**config.mk**
```make
export PLATFORM = sky130hd
export DESIGN_NAME = gpio_pulse_blink_timer_table
export DESIGN_NICKNAME = d
export VERILOG_FILES = /design/src/hdl/gpbt_pkg.sv /design/src/hdl/gpbt_cell.sv /design/src/hdl/gpbt_ctrl.sv /design/src/hdl/gpio_pulse_blink_timer_table.sv
export SDC_FILE = /design/constraint.sdc
export NUM_CORES = 1
export LEC_CHECK = 0
export BUFFER_PORTS_ARGS = -buffer_cell sky130_fd_sc_hd__buf_2
export CORE_ASPECT_RATIO = 0.9
export CORE_MARGIN = 8
export CORE_UTILIZATION = 40
export CTS_CLUSTER_SIZE = 12
export DETAILED_ROUTE_END_ITERATION = 8
export GPL_TIMING_DRIVEN = 0
export PLACE_DENSITY = 0.51
export SLEW_MARGIN = 30
export SYNTH_ARGS = -nofsm -noshare
export SYNTH_HDL_FRONTEND = slang
export SYNTH_SLANG_ARGS = --single-unit
```
**constraint.sdc**
```tcl
create_clock -name clk_i -period 4.45 [get_ports clk_i]
set_clock_uncertainty 0.05 [all_clocks]
set_input_delay 0.2225 -clock clk_i [delete_from_list [all_inputs] [get_ports clk_i]]
set_output_delay 0.2225 -clock clk_i [all_outputs]
set_load 0.01 [all_outputs]
```
**src/hdl/gpbt_pkg.sv**
```systemverilog
`timescale 1ns / 1ps

package gpbt_pkg;

  // field widths
  localparam int unsigned GRP_W = 4;
  localparam int unsigned PIN_W = 3;
  localparam int unsigned CNT_W = 10;
  localparam int unsigned KEY_W = 6;
  localparam int unsigned DUR_W = 16;

  // groups at or above this are not driven
  localparam logic [GRP_W-1:0] GROUP_LIMIT = 4'd12;

  // ms to 100 ms ticks: d / 100 == (d * 83887) >> 23 for every 16 bit d
  localparam int unsigned PROD_W = 33;
  localparam logic [PROD_W-1:0] TICK_MUL = 33'd83887;
  localparam int unsigned TICK_SHIFT = 23;

  // long press threshold after reset
  localparam logic [KEY_W-1:0] LONG_PRESS_RESET = 6'd50;

  typedef enum logic [1:0] {
    ST_IDLE,
    ST_WALK,
    ST_FINISH
  } state_e;

  // command broadcast to every cell for the current transaction
  typedef struct packed {
    logic             is_req;
    logic [GRP_W-1:0] grp;
    logic [PIN_W-1:0] idx;
    logic             mode;
    logic [CNT_W-1:0] ticks;
    logic             stop;
    logic             lvl;
  } cmd_t;

  // token passed from cell to cell
  typedef struct packed {
    logic valid;
    logic found;
    logic free_found;
  } token_t;

  // pin write reported by a cell
  typedef struct packed {
    logic             wr;
    logic [GRP_W-1:0] grp;
    logic [PIN_W-1:0] idx;
    logic             lvl;
  } cell_res_t;

endpackage

```
**src/hdl/gpbt_cell.sv**
```systemverilog
`timescale 1ns / 1ps

module gpbt_cell #(
  parameter int unsigned CELL_ID = 0,
  parameter int unsigned IDX_W   = 3
) (
  input  logic                clk_i,
  input  logic                rst_ni,
  input  gpbt_pkg::cmd_t      cmd_i,
  input  gpbt_pkg::token_t    tok_i,
  input  logic [IDX_W-1:0]    free_idx_i,
  input  logic                alloc_en_i,
  input  logic [IDX_W-1:0]    alloc_idx_i,
  output gpbt_pkg::token_t    tok_o,
  output logic [IDX_W-1:0]    free_idx_o,
  output gpbt_pkg::cell_res_t res_o
);
  import gpbt_pkg::*;

  localparam logic [IDX_W-1:0] MY_ID = IDX_W'(CELL_ID);

  token_t           tok_q;
  logic [IDX_W-1:0] free_idx_q;

  logic             active_q, active_d;
  logic             mode_q, mode_d;
  logic [GRP_W-1:0] grp_q, grp_d;
  logic [PIN_W-1:0] idx_q, idx_d;
  logic             lvl_q, lvl_d;
  logic [CNT_W-1:0] cnt_q, cnt_d;
  logic [CNT_W-1:0] per_q, per_d;

  logic             here;
  logic             hit;
  logic             advance;
  logic             expire;
  logic             alloc_here;
  logic [CNT_W-1:0] cnt_inc;

  // what this cell does while it holds the token
  always_comb begin
    here       = tok_q.valid;
    hit        = here && cmd_i.is_req && active_q &&
                 (grp_q == cmd_i.grp) && (idx_q == cmd_i.idx);
    advance    = here && !cmd_i.is_req && active_q;
    cnt_inc    = cnt_q + CNT_W'(1);
    expire     = advance && (cnt_inc >= per_q);
    alloc_here = alloc_en_i && (alloc_idx_i == MY_ID);
  end

  // token and search results to the next cell
  always_comb begin
    tok_o.valid      = here;
    tok_o.found      = tok_q.found | hit;
    tok_o.free_found = tok_q.free_found | !active_q;
    free_idx_o       = tok_q.free_found ? free_idx_q : MY_ID;
  end

  // pin write on expiry or toggle, zero when idle so results can be or-ed
  always_comb begin
    res_o = '0;
    if (expire) begin
      res_o.wr  = 1'b1;
      res_o.grp = grp_q;
      res_o.idx = idx_q;
      res_o.lvl = ~lvl_q;
    end
  end

  // entry update
  always_comb begin
    active_d = active_q;
    mode_d   = mode_q;
    grp_d    = grp_q;
    idx_d    = idx_q;
    lvl_d    = lvl_q;
    cnt_d    = cnt_q;
    per_d    = per_q;
    if (alloc_here) begin
      lvl_d = cmd_i.lvl;
      cnt_d = '0;
      if (!cmd_i.stop) begin
        active_d = 1'b1;
        mode_d   = cmd_i.mode;
        grp_d    = cmd_i.grp;
        idx_d    = cmd_i.idx;
        per_d    = cmd_i.ticks;
      end
    end else if (hit) begin
      if (cmd_i.stop) begin
        active_d = 1'b0;
      end else begin
        per_d = cmd_i.ticks;
      end
    end else if (advance) begin
      if (expire) begin
        cnt_d = '0;
        if (mode_q) begin
          lvl_d = ~lvl_q;
        end else begin
          active_d = 1'b0;
        end
      end else begin
        cnt_d = cnt_inc;
      end
    end
  end

  // control state
  always_ff @(posedge clk_i or negedge rst_ni) begin
    if (!rst_ni) begin
      tok_q    <= '0;
      active_q <= 1'b0;
    end else begin
      tok_q    <= tok_i;
      active_q <= active_d;
    end
  end

  // entry payload, only read while active, and the free index from the previous cell
  always_ff @(posedge clk_i) begin
    free_idx_q <= free_idx_i;
    mode_q     <= mode_d;
    grp_q      <= grp_d;
    idx_q      <= idx_d;
    lvl_q      <= lvl_d;
    cnt_q      <= cnt_d;
    per_q      <= per_d;
  end

endmodule

```
**src/hdl/gpbt_ctrl.sv**
```systemverilog
`timescale 1ns / 1ps

module gpbt_ctrl #(
  parameter int unsigned NUM_ENTRIES = 8,
  parameter int unsigned IDX_W       = 3
) (
  input  logic                                clk_i,
  input  logic                                rst_ni,
  input  logic                                start_i,
  input  logic                                command_i,
  input  logic [gpbt_pkg::GRP_W-1:0]          pin_group_i,
  input  logic [gpbt_pkg::PIN_W-1:0]          pin_index_i,
  input  logic                                timing_mode_i,
  input  logic [gpbt_pkg::DUR_W-1:0]          duration_ms_i,
  input  logic                                start_level_i,
  input  logic                                key_level_i,
  input  logic                                cfg_we_i,
  input  logic [gpbt_pkg::KEY_W-1:0]          cfg_data_i,
  output logic                                busy_o,
  output gpbt_pkg::cmd_t                      cmd_o,
  output gpbt_pkg::token_t                    tok_o,
  input  gpbt_pkg::token_t                    tok_i,
  input  logic [IDX_W-1:0]                    free_idx_i,
  input  gpbt_pkg::cell_res_t                 res_i [NUM_ENTRIES],
  output logic                                alloc_en_o,
  output logic [IDX_W-1:0]                    alloc_idx_o,
  output logic                                result_valid_o,
  output logic                                write_valid_o,
  output logic [gpbt_pkg::GRP_W-1:0]          out_group_o,
  output logic [gpbt_pkg::PIN_W-1:0]          out_index_o,
  output logic                                out_level_o,
  output logic                                reset_trigger_o,
  output logic                                last_o
);
  import gpbt_pkg::*;

  state_e           state_q, state_d;
  logic             accept;
  logic             ignore_in;
  logic [PROD_W-1:0] prod;
  cmd_t             cmd_new;

  cmd_t             cmd_q;
  logic             ign_q;
  logic             key_q;
  logic             fnd_q;
  logic             ffound_q;
  logic [IDX_W-1:0] fidx_q;

  logic [KEY_W-1:0] lpt_q;
  logic [KEY_W-1:0] key_cnt_q, key_cnt_d;
  logic [KEY_W:0]   key_inc;
  logic             trig;

  cell_res_t        cres;
  logic             pend_v_q, pend_v_d;
  cell_res_t        pend_q, pend_d;

  logic             out_v_q, out_v_d;
  logic             wr_q, wr_d;
  logic [GRP_W-1:0] grp_q, grp_d;
  logic [PIN_W-1:0] idx_q, idx_d;
  logic             lvl_q, lvl_d;
  logic             trig_q, trig_d;
  logic             last_q, last_d;

  // accept and decode the incoming transaction
  always_comb begin
    accept        = start_i && (state_q == ST_IDLE);
    ignore_in     = command_i && (pin_group_i >= GROUP_LIMIT);
    prod          = {{(PROD_W-DUR_W){1'b0}}, duration_ms_i} * TICK_MUL;
    cmd_new.is_req = command_i;
    cmd_new.grp    = pin_group_i;
    cmd_new.idx    = pin_index_i;
    cmd_new.mode   = timing_mode_i;
    cmd_new.ticks  = prod[TICK_SHIFT +: CNT_W];
    cmd_new.stop   = (prod[TICK_SHIFT +: CNT_W] == '0);
    cmd_new.lvl    = start_level_i;
    tok_o.valid      = accept && !ignore_in;
    tok_o.found      = 1'b0;
    tok_o.free_found = 1'b0;
  end

  assign cmd_o  = cmd_q;
  assign busy_o = (state_q != ST_IDLE);

  // sequencer
  always_comb begin
    state_d = state_q;
    unique case (state_q)
      ST_IDLE: begin
        if (accept) begin
          state_d = ignore_in ? ST_FINISH : ST_WALK;
        end
      end
      ST_WALK: begin
        if (tok_i.valid) begin
          state_d = ST_FINISH;
        end
      end
      ST_FINISH: begin
        state_d = ST_IDLE;
      end
      default: begin
        state_d = ST_IDLE;
      end
    endcase
  end

  always_ff @(posedge clk_i or negedge rst_ni) begin
    if (!rst_ni) begin
      state_q <= ST_IDLE;
    end else begin
      state_q <= state_d;
    end
  end

  // at most one cell reports a write in any cycle
  always_comb begin
    cres = '0;
    for (int i = 0; i < NUM_ENTRIES; i++) begin
      cres = cres | res_i[i];
    end
  end

  // long press counter, saturating at the threshold
  always_comb begin
    key_inc   = {1'b0, key_cnt_q} + (KEY_W+1)'(1);
    trig      = 1'b0;
    key_cnt_d = key_cnt_q;
    if (state_q == ST_FINISH && !cmd_q.is_req) begin
      if (key_q) begin
        key_cnt_d = '0;
      end else if (key_inc == {1'b0, lpt_q}) begin
        trig      = 1'b1;
        key_cnt_d = key_inc[KEY_W-1:0];
      end else if (key_inc > {1'b0, lpt_q}) begin
        key_cnt_d = lpt_q;
      end else begin
        key_cnt_d = key_inc[KEY_W-1:0];
      end
    end
  end

  // allocation of the first free entry
  always_comb begin
    alloc_en_o  = (state_q == ST_FINISH) && cmd_q.is_req && !ign_q && !fnd_q && ffound_q;
    alloc_idx_o = fidx_q;
  end

  // result sequencing: one write held back so the final one can carry last
  always_comb begin
    pend_v_d = pend_v_q;
    pend_d   = pend_q;
    out_v_d  = 1'b0;
    wr_d     = 1'b0;
    grp_d    = '0;
    idx_d    = '0;
    lvl_d    = 1'b0;
    trig_d   = 1'b0;
    last_d   = 1'b0;
    unique case (state_q)
      ST_WALK: begin
        if (cres.wr) begin
          if (pend_v_q) begin
            out_v_d = 1'b1;
            wr_d    = 1'b1;
            grp_d   = pend_q.grp;
            idx_d   = pend_q.idx;
            lvl_d   = pend_q.lvl;
          end
          pend_v_d = 1'b1;
          pend_d   = cres;
        end
      end
      ST_FINISH: begin
        out_v_d  = 1'b1;
        last_d   = 1'b1;
        pend_v_d = 1'b0;
        if (cmd_q.is_req) begin
          wr_d = !ign_q && (fnd_q ? cmd_q.stop : ffound_q);
          if (wr_d) begin
            grp_d = cmd_q.grp;
            idx_d = cmd_q.idx;
            lvl_d = cmd_q.lvl;
          end
        end else begin
          trig_d = trig;
          if (pend_v_q) begin
            wr_d  = 1'b1;
            grp_d = pend_q.grp;
            idx_d = pend_q.idx;
            lvl_d = pend_q.lvl;
          end
        end
      end
      default: begin
      end
    endcase
  end

  // control registers
  always_ff @(posedge clk_i or negedge rst_ni) begin
    if (!rst_ni) begin
      lpt_q     <= LONG_PRESS_RESET;
      key_cnt_q <= '0;
      pend_v_q  <= 1'b0;
      out_v_q   <= 1'b0;
    end else begin
      if (cfg_we_i) begin
        lpt_q <= cfg_data_i;
      end
      key_cnt_q <= key_cnt_d;
      pend_v_q  <= pend_v_d;
      out_v_q   <= out_v_d;
    end
  end

  // transaction and result payload
  always_ff @(posedge clk_i) begin
    if (accept) begin
      cmd_q <= cmd_new;
      ign_q <= ignore_in;
      key_q <= key_level_i;
    end
    if (state_q == ST_WALK && tok_i.valid) begin
      fnd_q    <= tok_i.found;
      ffound_q <= tok_i.free_found;
      fidx_q   <= free_idx_i;
    end
    pend_q <= pend_d;
    wr_q   <= wr_d;
    grp_q  <= grp_d;
    idx_q  <= idx_d;
    lvl_q  <= lvl_d;
    trig_q <= trig_d;
    last_q <= last_d;
  end

  assign result_valid_o  = out_v_q;
  assign write_valid_o   = wr_q;
  assign out_group_o     = grp_q;
  assign out_index_o     = idx_q;
  assign out_level_o     = lvl_q;
  assign reset_trigger_o = trig_q;
  assign last_o          = last_q;

endmodule

```
**src/hdl/gpio_pulse_blink_timer_table.sv**
```systemverilog
`timescale 1ns / 1ps

// Timed pin control table. A transaction is taken when start_i is high and
// busy_o is low; it is either one 100 ms tick (command_i 0) or a pin request
// (command_i 1). The entries sit in a row of NUM_ENTRIES cells and a token
// walks the row one cell per clock; busy_o stays high through the walk and a
// finish step (a request for group 12 or above skips the walk), and no new
// transaction is taken while busy_o is high. Every result is shown for
// exactly one cycle with result_valid_o and must be taken then, since the
// receiver has no way to stall the block. A tick gives one result per pin
// write, in entry order, or a single result without a write; a request
// always gives one result. last_o marks the final result of a transaction,
// which is shown in the first cycle with busy_o low, and reset_trigger_o can
// only be set on that result. The user must write long_press_ticks through
// cfg_we_i / cfg_data_i only while the block is idle; it is not enforced.
module gpio_pulse_blink_timer_table #(
  parameter int unsigned NUM_ENTRIES = 8
) (
  input  logic                       clk_i,
  input  logic                       rst_ni,
  input  logic                       start_i,
  output logic                       busy_o,
  input  logic                       command_i,
  input  logic [gpbt_pkg::GRP_W-1:0] pin_group_i,
  input  logic [gpbt_pkg::PIN_W-1:0] pin_index_i,
  input  logic                       timing_mode_i,
  input  logic [gpbt_pkg::DUR_W-1:0] duration_ms_i,
  input  logic                       start_level_i,
  input  logic                       key_level_i,
  input  logic                       cfg_we_i,
  input  logic [gpbt_pkg::KEY_W-1:0] cfg_data_i,
  output logic                       result_valid_o,
  output logic                       write_valid_o,
  output logic [gpbt_pkg::GRP_W-1:0] out_group_o,
  output logic [gpbt_pkg::PIN_W-1:0] out_index_o,
  output logic                       out_level_o,
  output logic                       reset_trigger_o,
  output logic                       last_o
);
  import gpbt_pkg::*;

  localparam int unsigned IDX_W = (NUM_ENTRIES > 1) ? $clog2(NUM_ENTRIES) : 1;

  cmd_t             cmd;
  token_t           tok_w      [NUM_ENTRIES+1];
  logic [IDX_W-1:0] free_idx_w [NUM_ENTRIES+1];
  cell_res_t        res_w      [NUM_ENTRIES];
  logic             alloc_en;
  logic [IDX_W-1:0] alloc_idx;

  assign free_idx_w[0] = '0;

  // sequencer, key counter and result stage
  gpbt_ctrl #(
    .NUM_ENTRIES (NUM_ENTRIES),
    .IDX_W       (IDX_W)
  ) u_ctrl (
    .clk_i           (clk_i),
    .rst_ni          (rst_ni),
    .start_i         (start_i),
    .command_i       (command_i),
    .pin_group_i     (pin_group_i),
    .pin_index_i     (pin_index_i),
    .timing_mode_i   (timing_mode_i),
    .duration_ms_i   (duration_ms_i),
    .start_level_i   (start_level_i),
    .key_level_i     (key_level_i),
    .cfg_we_i        (cfg_we_i),
    .cfg_data_i      (cfg_data_i),
    .busy_o          (busy_o),
    .cmd_o           (cmd),
    .tok_o           (tok_w[0]),
    .tok_i           (tok_w[NUM_ENTRIES]),
    .free_idx_i      (free_idx_w[NUM_ENTRIES]),
    .res_i           (res_w),
    .alloc_en_o      (alloc_en),
    .alloc_idx_o     (alloc_idx),
    .result_valid_o  (result_valid_o),
    .write_valid_o   (write_valid_o),
    .out_group_o     (out_group_o),
    .out_index_o     (out_index_o),
    .out_level_o     (out_level_o),
    .reset_trigger_o (reset_trigger_o),
    .last_o          (last_o)
  );

  // row of entry cells
  for (genvar g = 0; g < NUM_ENTRIES; g++) begin : g_cell
    gpbt_cell #(
      .CELL_ID (g),
      .IDX_W   (IDX_W)
    ) u_cell (
      .clk_i       (clk_i),
      .rst_ni      (rst_ni),
      .cmd_i       (cmd),
      .tok_i       (tok_w[g]),
      .free_idx_i  (free_idx_w[g]),
      .alloc_en_i  (alloc_en),
      .alloc_idx_i (alloc_idx),
      .tok_o       (tok_w[g+1]),
      .free_idx_o  (free_idx_w[g+1]),
      .res_o       (res_w[g])
    );
  end

endmodule

```
==> out/results.txt, run 1 <==
Status: complete, but fails checks
Violated checks: setup timing
Rows: 79
Main synth FF type: edfxtp_1
Worst Hold Class: in -> reg
Slew HR: 41.2%
Final WS setup: -0.764 ns
Warnings from Yosys: 0
Tcrit/Tclk final: 117%
Post-synth cell types: 61
Achievable clock frequency: 0.192 GHz
DR WL/cell: 18.3 um
CTS tree: done
Critical path class: in -> reg
CP required: 4.68 ns
Logic pwr share: 47.9%
WL final: 52.0 mm
Sw frac: 37.8%
Switch Pwr: 5.23 mW
Endpoints failing setup: 11
Yosys top cell area share: 26.9%
Via Count: 14.7k
Die Area: 60,100 sq um
Worst Path Arrival: 5.45 ns
Final Hold Fails: 0
RSZ-0062 raised after global routing: yes
Synth cell count leaders: 271 x inv_1, 231 x ha_1, 188 x edfxtp_1
N_diodes: 0
Vias per inst: 5.16
Layout cells sized above 1: 10.8%
PwrDens: 567 nW/um^2
Die H: 233 um
DR iter-0 viols: 1,003
Max VDD drop: 534 uV
Vias in the first global route: 14.8k
Initial Util: 40.5%
CTS Buf Count: 38
Dpl cells: 2,731
DR DRC count: 0
Synth async-reset ratio: 13.6%
Worst-path maximum fanout: 4
DRT Pass-1 Iters: 5
Largest net degree at the start of global routing: 47
Skew-Pair Late Insertion Delay: 0.53 ns
P&R area growth vs syn: 16.1%
Maxcap violations: 0
Sequential area share after synthesis: 42.4%
Leak pwr: 10.9 nW
Internal power: 8.60 mW
CTS clock-pin slew for the worst setup and hold paths: 0.06 ns
CP Launch Type: input pin
Post-synthesis cell area: 21,000 sq um
GRT Util Overall: 17.1%
Number of antenna violations at the first check in global routing: 1
Clock root cell: clkbuf_16
Final net count: 2,485
Syn Nets: 2,356
Clock Path Buffers: 3
Post-synthesis register bit count: 339
Ports: 50
Placer congestion estimate: 0.835
Gate Count Post-Synth: 1,991
Top-count cell post-synth: inv_1
Final std cells w/o fill: 2,838
IO buf count: 49
Post-route cell area: 24,400 sq um
Die X: 258 um
Clk sinks: 339
CP Capture Type: flop
Core area: 51,800 sq um
Worst-Margin Slew: 0.879 ns
Part of the power in registers: 29.0%
Fin crit period: 5.21 ns
CTS H-tree lvls: 2
Clock Power Share: 23.1%
Remaining Overflow, GRT: 0
Largest cells by area after synthesis: edfxtp_1 27%, ha_1 14%, dfxtp_1 10%
Post-synth EDFFs: 188
DP HPWL: 39.4 mm
Max Slew Vio Count: 0
Placed instance area: 22,300 sq um
Global-route wire length before repair: 81.8 mm
Synth area leader: edfxtp_1
Syn_area_per_cell: 10.5 sq um
Final ANT Viol Nets: 0
## power by group through the flow
| stage | clock, mW | combinational, mW | sequential, mW |
|---|---|---|---|
| detailed placement | 0 | 5.71 | 4.09 |
| CTS | 3.26 | 6.48 | 4.03 |
| global route | 3.39 | 7.45 | 4.04 |
| global placement | 0 | 5.62 | 4.09 |
| floorplan | 0 | 4.40 | 3.85 |
| finish | 3.19 | 6.63 | 4.01 |
## placed cells by master, fill, tap and decap left out, types with 13 or more instances in the layout
cell type,Yosys,layout
nand3_1,47,47
and3_1,50,49
clkbuf_1,44,54
nand3b_1,48,48
nor3_1,16,14
dfrtp_1,43,43
ha_1,231,211
a21o_1,15,15
clkbuf_16,0,42
a21oi_2,0,13
nor4_1,16,15
a22o_1,15,15
inv_1,271,258
xor2_1,97,96
dfxtp_1,105,105
nand2_1,125,123
nor2_1,106,103
nand2b_1,39,39
buf_4,0,25
ha_4,0,18
fa_2,0,17
o21ai_0,99,96
buf_2,0,33
a21oi_1,130,114
dlygate4sd3_1,0,20
edfxtp_1,188,188
xnor2_1,39,36
fa_1,97,80
## flip-flops by register name (all words and copies together) (netlist names), 2 cells and up
name,count
u_ctrl.key_cnt_q,6
u_ctrl.pend_q,8
u_ctrl.lpt_q,6
g_cell.u_cell.mode_q,8
g_cell.u_cell.idx_q,24
g_cell.u_cell.active_q,8
u_ctrl.state_q,2
u_ctrl.out_group_o,4
g_cell.u_cell.cnt_q,80
g_cell.u_cell.here,8
g_cell.u_cell.lvl_q,8
g_cell.u_cell.free_idx_q,14
u_ctrl.out_index_o,3
g_cell.u_cell.tok_q,14
u_ctrl.cmd_o,21
g_cell.u_cell.per_q,80
u_ctrl.alloc_idx_o,3
g_cell.u_cell.grp_q,32
## final cells by class
type                       count  area (sq um)
fill                        4828         27400
multi-input combinational   1332         11400
sequential                   339          8900
clock buffer                  58          1150
inverter                     271          1020
tap                          688           861
timing repair buffer          90           734
buffer                        48           198
clock inverter                12           110
## routing by layer
layer | routed length, um | vias to the layer above | part of all wire, % | global-route usage (%)
met2 | 23200 | 266 | 45 | 27.1
li1 | - | 7148 | - | -
met4 | 796 | 0 | 1.5 | 3.60
met1 | 25800 | 7184 | 50 | 24.5
met3 | 2280 | 58 | 4.4 | 2.61
met5 | 0 | - | 0 | 0
## worst paths after layout
check	slack [ns]	start	cells past startpoint	end
max in group asynchronous	3.61	rst_ni	2	u_ctrl.result_valid_o$_DFF_PN0_
worst max-delay path	-0.76	duration_ms_i[4]	20	u_ctrl.cmd_o[11]$_DFFE_PP_
worst max register to register	0.29	g_cell[0].u_cell.cnt_q[2]$_SDFFE_PP0P_	15	u_ctrl.out_group_o[1]$_DFF_P_
worst min register to register	0.32	g_cell[6].u_cell.here$_DFF_PN0_	0	g_cell[7].u_cell.here$_DFF_PN0_
min in group asynchronous	0.22	rst_ni	2	u_ctrl.lpt_q[3]$_DFFE_PN0P_
worst min-delay path	0.11	cfg_we_i	4	u_ctrl.lpt_q[4]$_DFFE_PN1P_
## metrics by stage
| stage | power, mW | setup WS [ns] | TNS [ns] | utilization [%] | hold slack (ns) |
|---|---|---|---|---|---|
| 3_5_place_dp | 9.79 | -1.66 | -14.95 | 43.1 | 0.248 |
| 2_1_floorplan | 8.24 | -0.864 | -5.66 | - | -0.123 |
| 5_1_grt | 14.9 | -0.931 | -5.55 | 47.1 | 0.178 |
| 3_3_place_gp | 9.71 | -1.65 | -14.74 | 43.0 | 0.305 |
| 4_1_cts | 13.8 | -0.718 | -3.94 | 46.8 | 0.0906 |
| 6_report | 13.8 | -0.764 | -3.93 | 47.1 | 0.113 |
## logic make-up after synthesis
kind of cell | count (synthesis) | share of synthesized area (%)
buf+inv | 320 | 5.76
mux | 11 | 0.530
fa+ha+maj | 328 | 23.0
compound gates | 354 | 10.4
flops | 339 | 42.4
xor+xnor | 136 | 5.67
simple gates | 503 | 12.2
## worst max-delay path, stage by stage
cell and delay (ns):
buf_12 0.11, fa_2 0.59, inv_2 0.05, fa_2 0.52, inv_2 0.03, fa_1 0.50
fa_2 0.44, fa_1 0.49, inv_1 0.05, fa_2 0.52, inv_2 0.04, ha_4 0.22
o21a_1 0.21, o221ai_4 0.27, o2111ai_4 0.16, a221o_1 0.36, a21oi_2 0.21, o21bai_1 0.12
xnor2_2 0.17, buf_4 0.15
## repair_timing
action,4_1_cts,5_1_grt
gates resized for setup,79,16
setup endpoints to repair,27,28
pin swaps,49,6
endpoints found under the hold margin,61,0
hold buffers,20,0
buffers inserted,14,4
No activity file was read; power rests on OpenSTA's default activity.
==> inputs of run 2 (changes only) <==
--- a/config.mk
+++ b/config.mk
@@ -17,3 +17,4 @@
 export SYNTH_ARGS = -nofsm -noshare
 export SYNTH_HDL_FRONTEND = slang
 export SYNTH_SLANG_ARGS = --single-unit
+export TNS_END_PERCENT = 5
==> run 2 against run 1 <==
Against the previous run: the flow still finishes with violations (setup timing); cell area down 0.86%; count of clock-buffer cells in the layout grew 1; via count is essentially flat; non-clock buffer count is 1 higher; worst setup slack got worse by 0.037 ns; die area did not move; combinational power is 2% lower; sequential power about the same; first-iteration DRC count decreased by 1.4%; flip-flop and latch count did not move; routed wire length shrank 1.3%; sequential share of layout area increased by 0.33 points.
==> out/results.txt, run 2 (synthesis results as in run 1) <==
Final Hold Fails: 0 (unchanged)
GRT Util Overall: 17.0% (-0.082 points)
Rows: 79 (unchanged)
Leak pwr: 10.8 nW (-0.50%)
Worst-Margin Slew: 0.892 ns (+0.0127 ns)
DP HPWL: 39.4 mm (about the same)
Vias per inst: 5.17 (about the same)
Endpoints failing setup: 11 (unchanged)
Ports: 50 (unchanged)
Max Slew Vio Count: 0 (unchanged)
Hold Worst Slack: 0.121 ns (+0.00850 ns)
Worst-path maximum fanout: 5 (+1)
Maxcap violations: 0 (unchanged)
Final net count: 2,485 (unchanged)
Core area: 51,800 sq um (unchanged)
WL final: 51.3 mm (-1.3%)
Vias in the first global route: 14.9k (+0.80%)
DR DRC count: 0 (unchanged)
Pwr Total: 13.5 mW (-2.3%)
Most frequent cells in the layout: 260 x inv_1, 215 x ha_1, 188 x edfxtp_1
Global-route wire length before repair: 82.0 mm (+0.24%)
Final std cells w/o fill: 2,839 (+0.035%)
Status: complete, but fails checks
CTS clock-pin slew for the worst setup and hold paths: 0.06 ns (about the same)
CP required: 4.76 ns (+0.08 ns)
Commonest non-fill, non-tap cell in the layout: inv_1
Initial Util: 40.5% (unchanged)
FF-to-FF Start: g_cell[7].u_cell.cnt_q[0]$_SDFFE_PP0P_
Skew-Pair Late Insertion Delay: 0.52 ns (about the same)
DRT Pass-1 Iters: 6 (+1)
Placer congestion estimate: 0.840 (+0.56%)
Top flop regs: g_cell.u_cell.cnt_q (80), g_cell.u_cell.per_q (80), g_cell.u_cell.grp_q (32)
Achievable clock frequency: 0.190 GHz (-0.71%)
Reg area: 8900 sq um (about the same)
Clock root cell: clkbuf_16
PwrDens: 559 nW/um^2 (-1.4%)
Die H: 233 um (unchanged)
IO buf count: 49 (unchanged)
Remaining Overflow, GRT: 0 (unchanged)
Worst slack at placement: -1.62 ns (+0.0403 ns)
CP bufs+invs: 5 (-1)
Critical path class: in -> reg
Placed instance area: 22,300 sq um (about the same)
Post-route cell area: 24,200 sq um (-0.86%)
Violated checks: setup timing
Layout cells sized above 1: 10.4% (-0.46 points)
CP most frequent cell: fa_1
RSZ-0062 raised after global routing: yes
Slew HR: 40.2% (-1.0 points)
Reg2Reg Setup Slack: 0.24 ns (-0.05 ns)
Worst Hold Class: in -> reg
Final ANT Viol Nets: 0 (unchanged)
CP max stage delay: 0.60 ns (about the same)
Final WS setup: -0.801 ns (-0.0374 ns)
Clk sinks: 339 (unchanged)
Slowest cell on the critical path: fa_2
CP Capture Type: flop
Filler instances: 4,879 (+1.1%)
Number of antenna violations at the first check in global routing: 1 (unchanged)
Fin crit period: 5.25 ns (+0.0374 ns)
CTS tree: done
Die X: 258 um (unchanged)
Critical hold path startpoint: cfg_we_i
DR WL/cell: 18.1 um (-1.3%)
Crit path max-delay family: adder cells
Largest net degree at the start of global routing: 47 (unchanged)
Dpl cells: 2,732 (+0.037%)
Multi-input gate area: 11,300 sq um (-0.82%)
CTS Buf Count: 37 (-2.6%)
R2R cell count: 15 (unchanged)
Worst Setup SP: duration_ms_i[12]
CP Launch Type: input pin
Tcrit/Tclk final: 118% (+0.84 points)
CTS H-tree lvls: 2 (unchanged)
Clock Path Buffers: 3 (unchanged)
Die Area: 60,100 sq um (unchanged)
Worst hold path cell count: 4 (unchanged)
Critical path cell sequence: buf_12, fa_2, fa_1, inv_2, fa_1, inv_1, fa_1, fa_1, fa_2, ha_4, nand4_1, buf_4, o31ai_4, a21oi_2, o2111ai_2, a221o_1, a21oi_2, buf_4, xnor2_4, nor4_2
DR iter-0 viols: 989 (-1.4%)
Via Count: 14.7k (+0.096%)
P&R area growth vs syn: 15.1%
Max VDD drop: 525 uV (-1.5%)
Crit. path cell count: 20 (unchanged)
Worst Path Arrival: 5.56 ns (+0.11 ns)
-- run 2: power breakdown --
part	leakage, nW	switching [mW]	internal (mW)
registers	3.11	0.360	3.66
logic	7.12	3.56	2.95
clock network	0.580	1.26	1.73
total	10.8	5.18	8.34
-- run 2: area by class of cell --
| class | count | share of cell area, % |
|---|---|---|
| antenna | 2 | 0.0207 |
| buffer | 49 | 0.839 |
| clock buffer | 59 | 4.64 |
| clock inverter | 9 | 0.202 |
| inverter | 271 | 4.22 |
| multi-input combinational | 1332 | 46.8 |
| sequential | 339 | 36.8 |
| tap | 688 | 3.56 |
| timing repair buffer | 90 | 2.89 |
-- run 2: metrics by stage --
| stage | setup TNS (ns) | utilization (%) |
|---|---|---|
| after floorplan | -6.08 | - |
| after global placement | -14.03 | 42.9 |
| after detailed placement | -15.49 | 43.1 |
| after CTS | -4.16 | 46.3 |
| after global routing | -6.80 | 46.7 |
| final | -4.94 | 46.7 |
-- run 2: what timing repair did --
item,in CTS,in global routing
setup buffers,13,4
resized for setup,50,32
pin swaps,46,28
endpoints found under the hold margin,61,0
setup endpoints to repair,27,29
hold buffers,20,0
-- run 2: tightest hold or removal path, cell delays in order --
cell and delay, ns:
buf_2 0.11, clkbuf_1 0.18, nand2_1 0.09, o21ai_0 0.07
-- run 2: worst paths after layout --
kind | end
setup / recovery | u_ctrl.cmd_o[1]$_DFFE_PP_
hold / removal | u_ctrl.lpt_q[5]$_DFFE_PN1P_
setup reg to reg | u_ctrl.out_group_o[1]$_DFF_P_
hold reg to reg | g_cell[3].u_cell.here$_DFF_PN0_
max in group asynchronous | u_ctrl.state_q[0]$_DFFE_PN0P_
min in group asynchronous | u_ctrl.lpt_q[2]$_DFFE_PN0P_
-- run 2: layer usage --
layer	GRT usage [%]	share of wire, %
met1	24.9	50
met2	27.3	45
met3	2.01	3.8
met4	2.81	1.2
met5	0	0
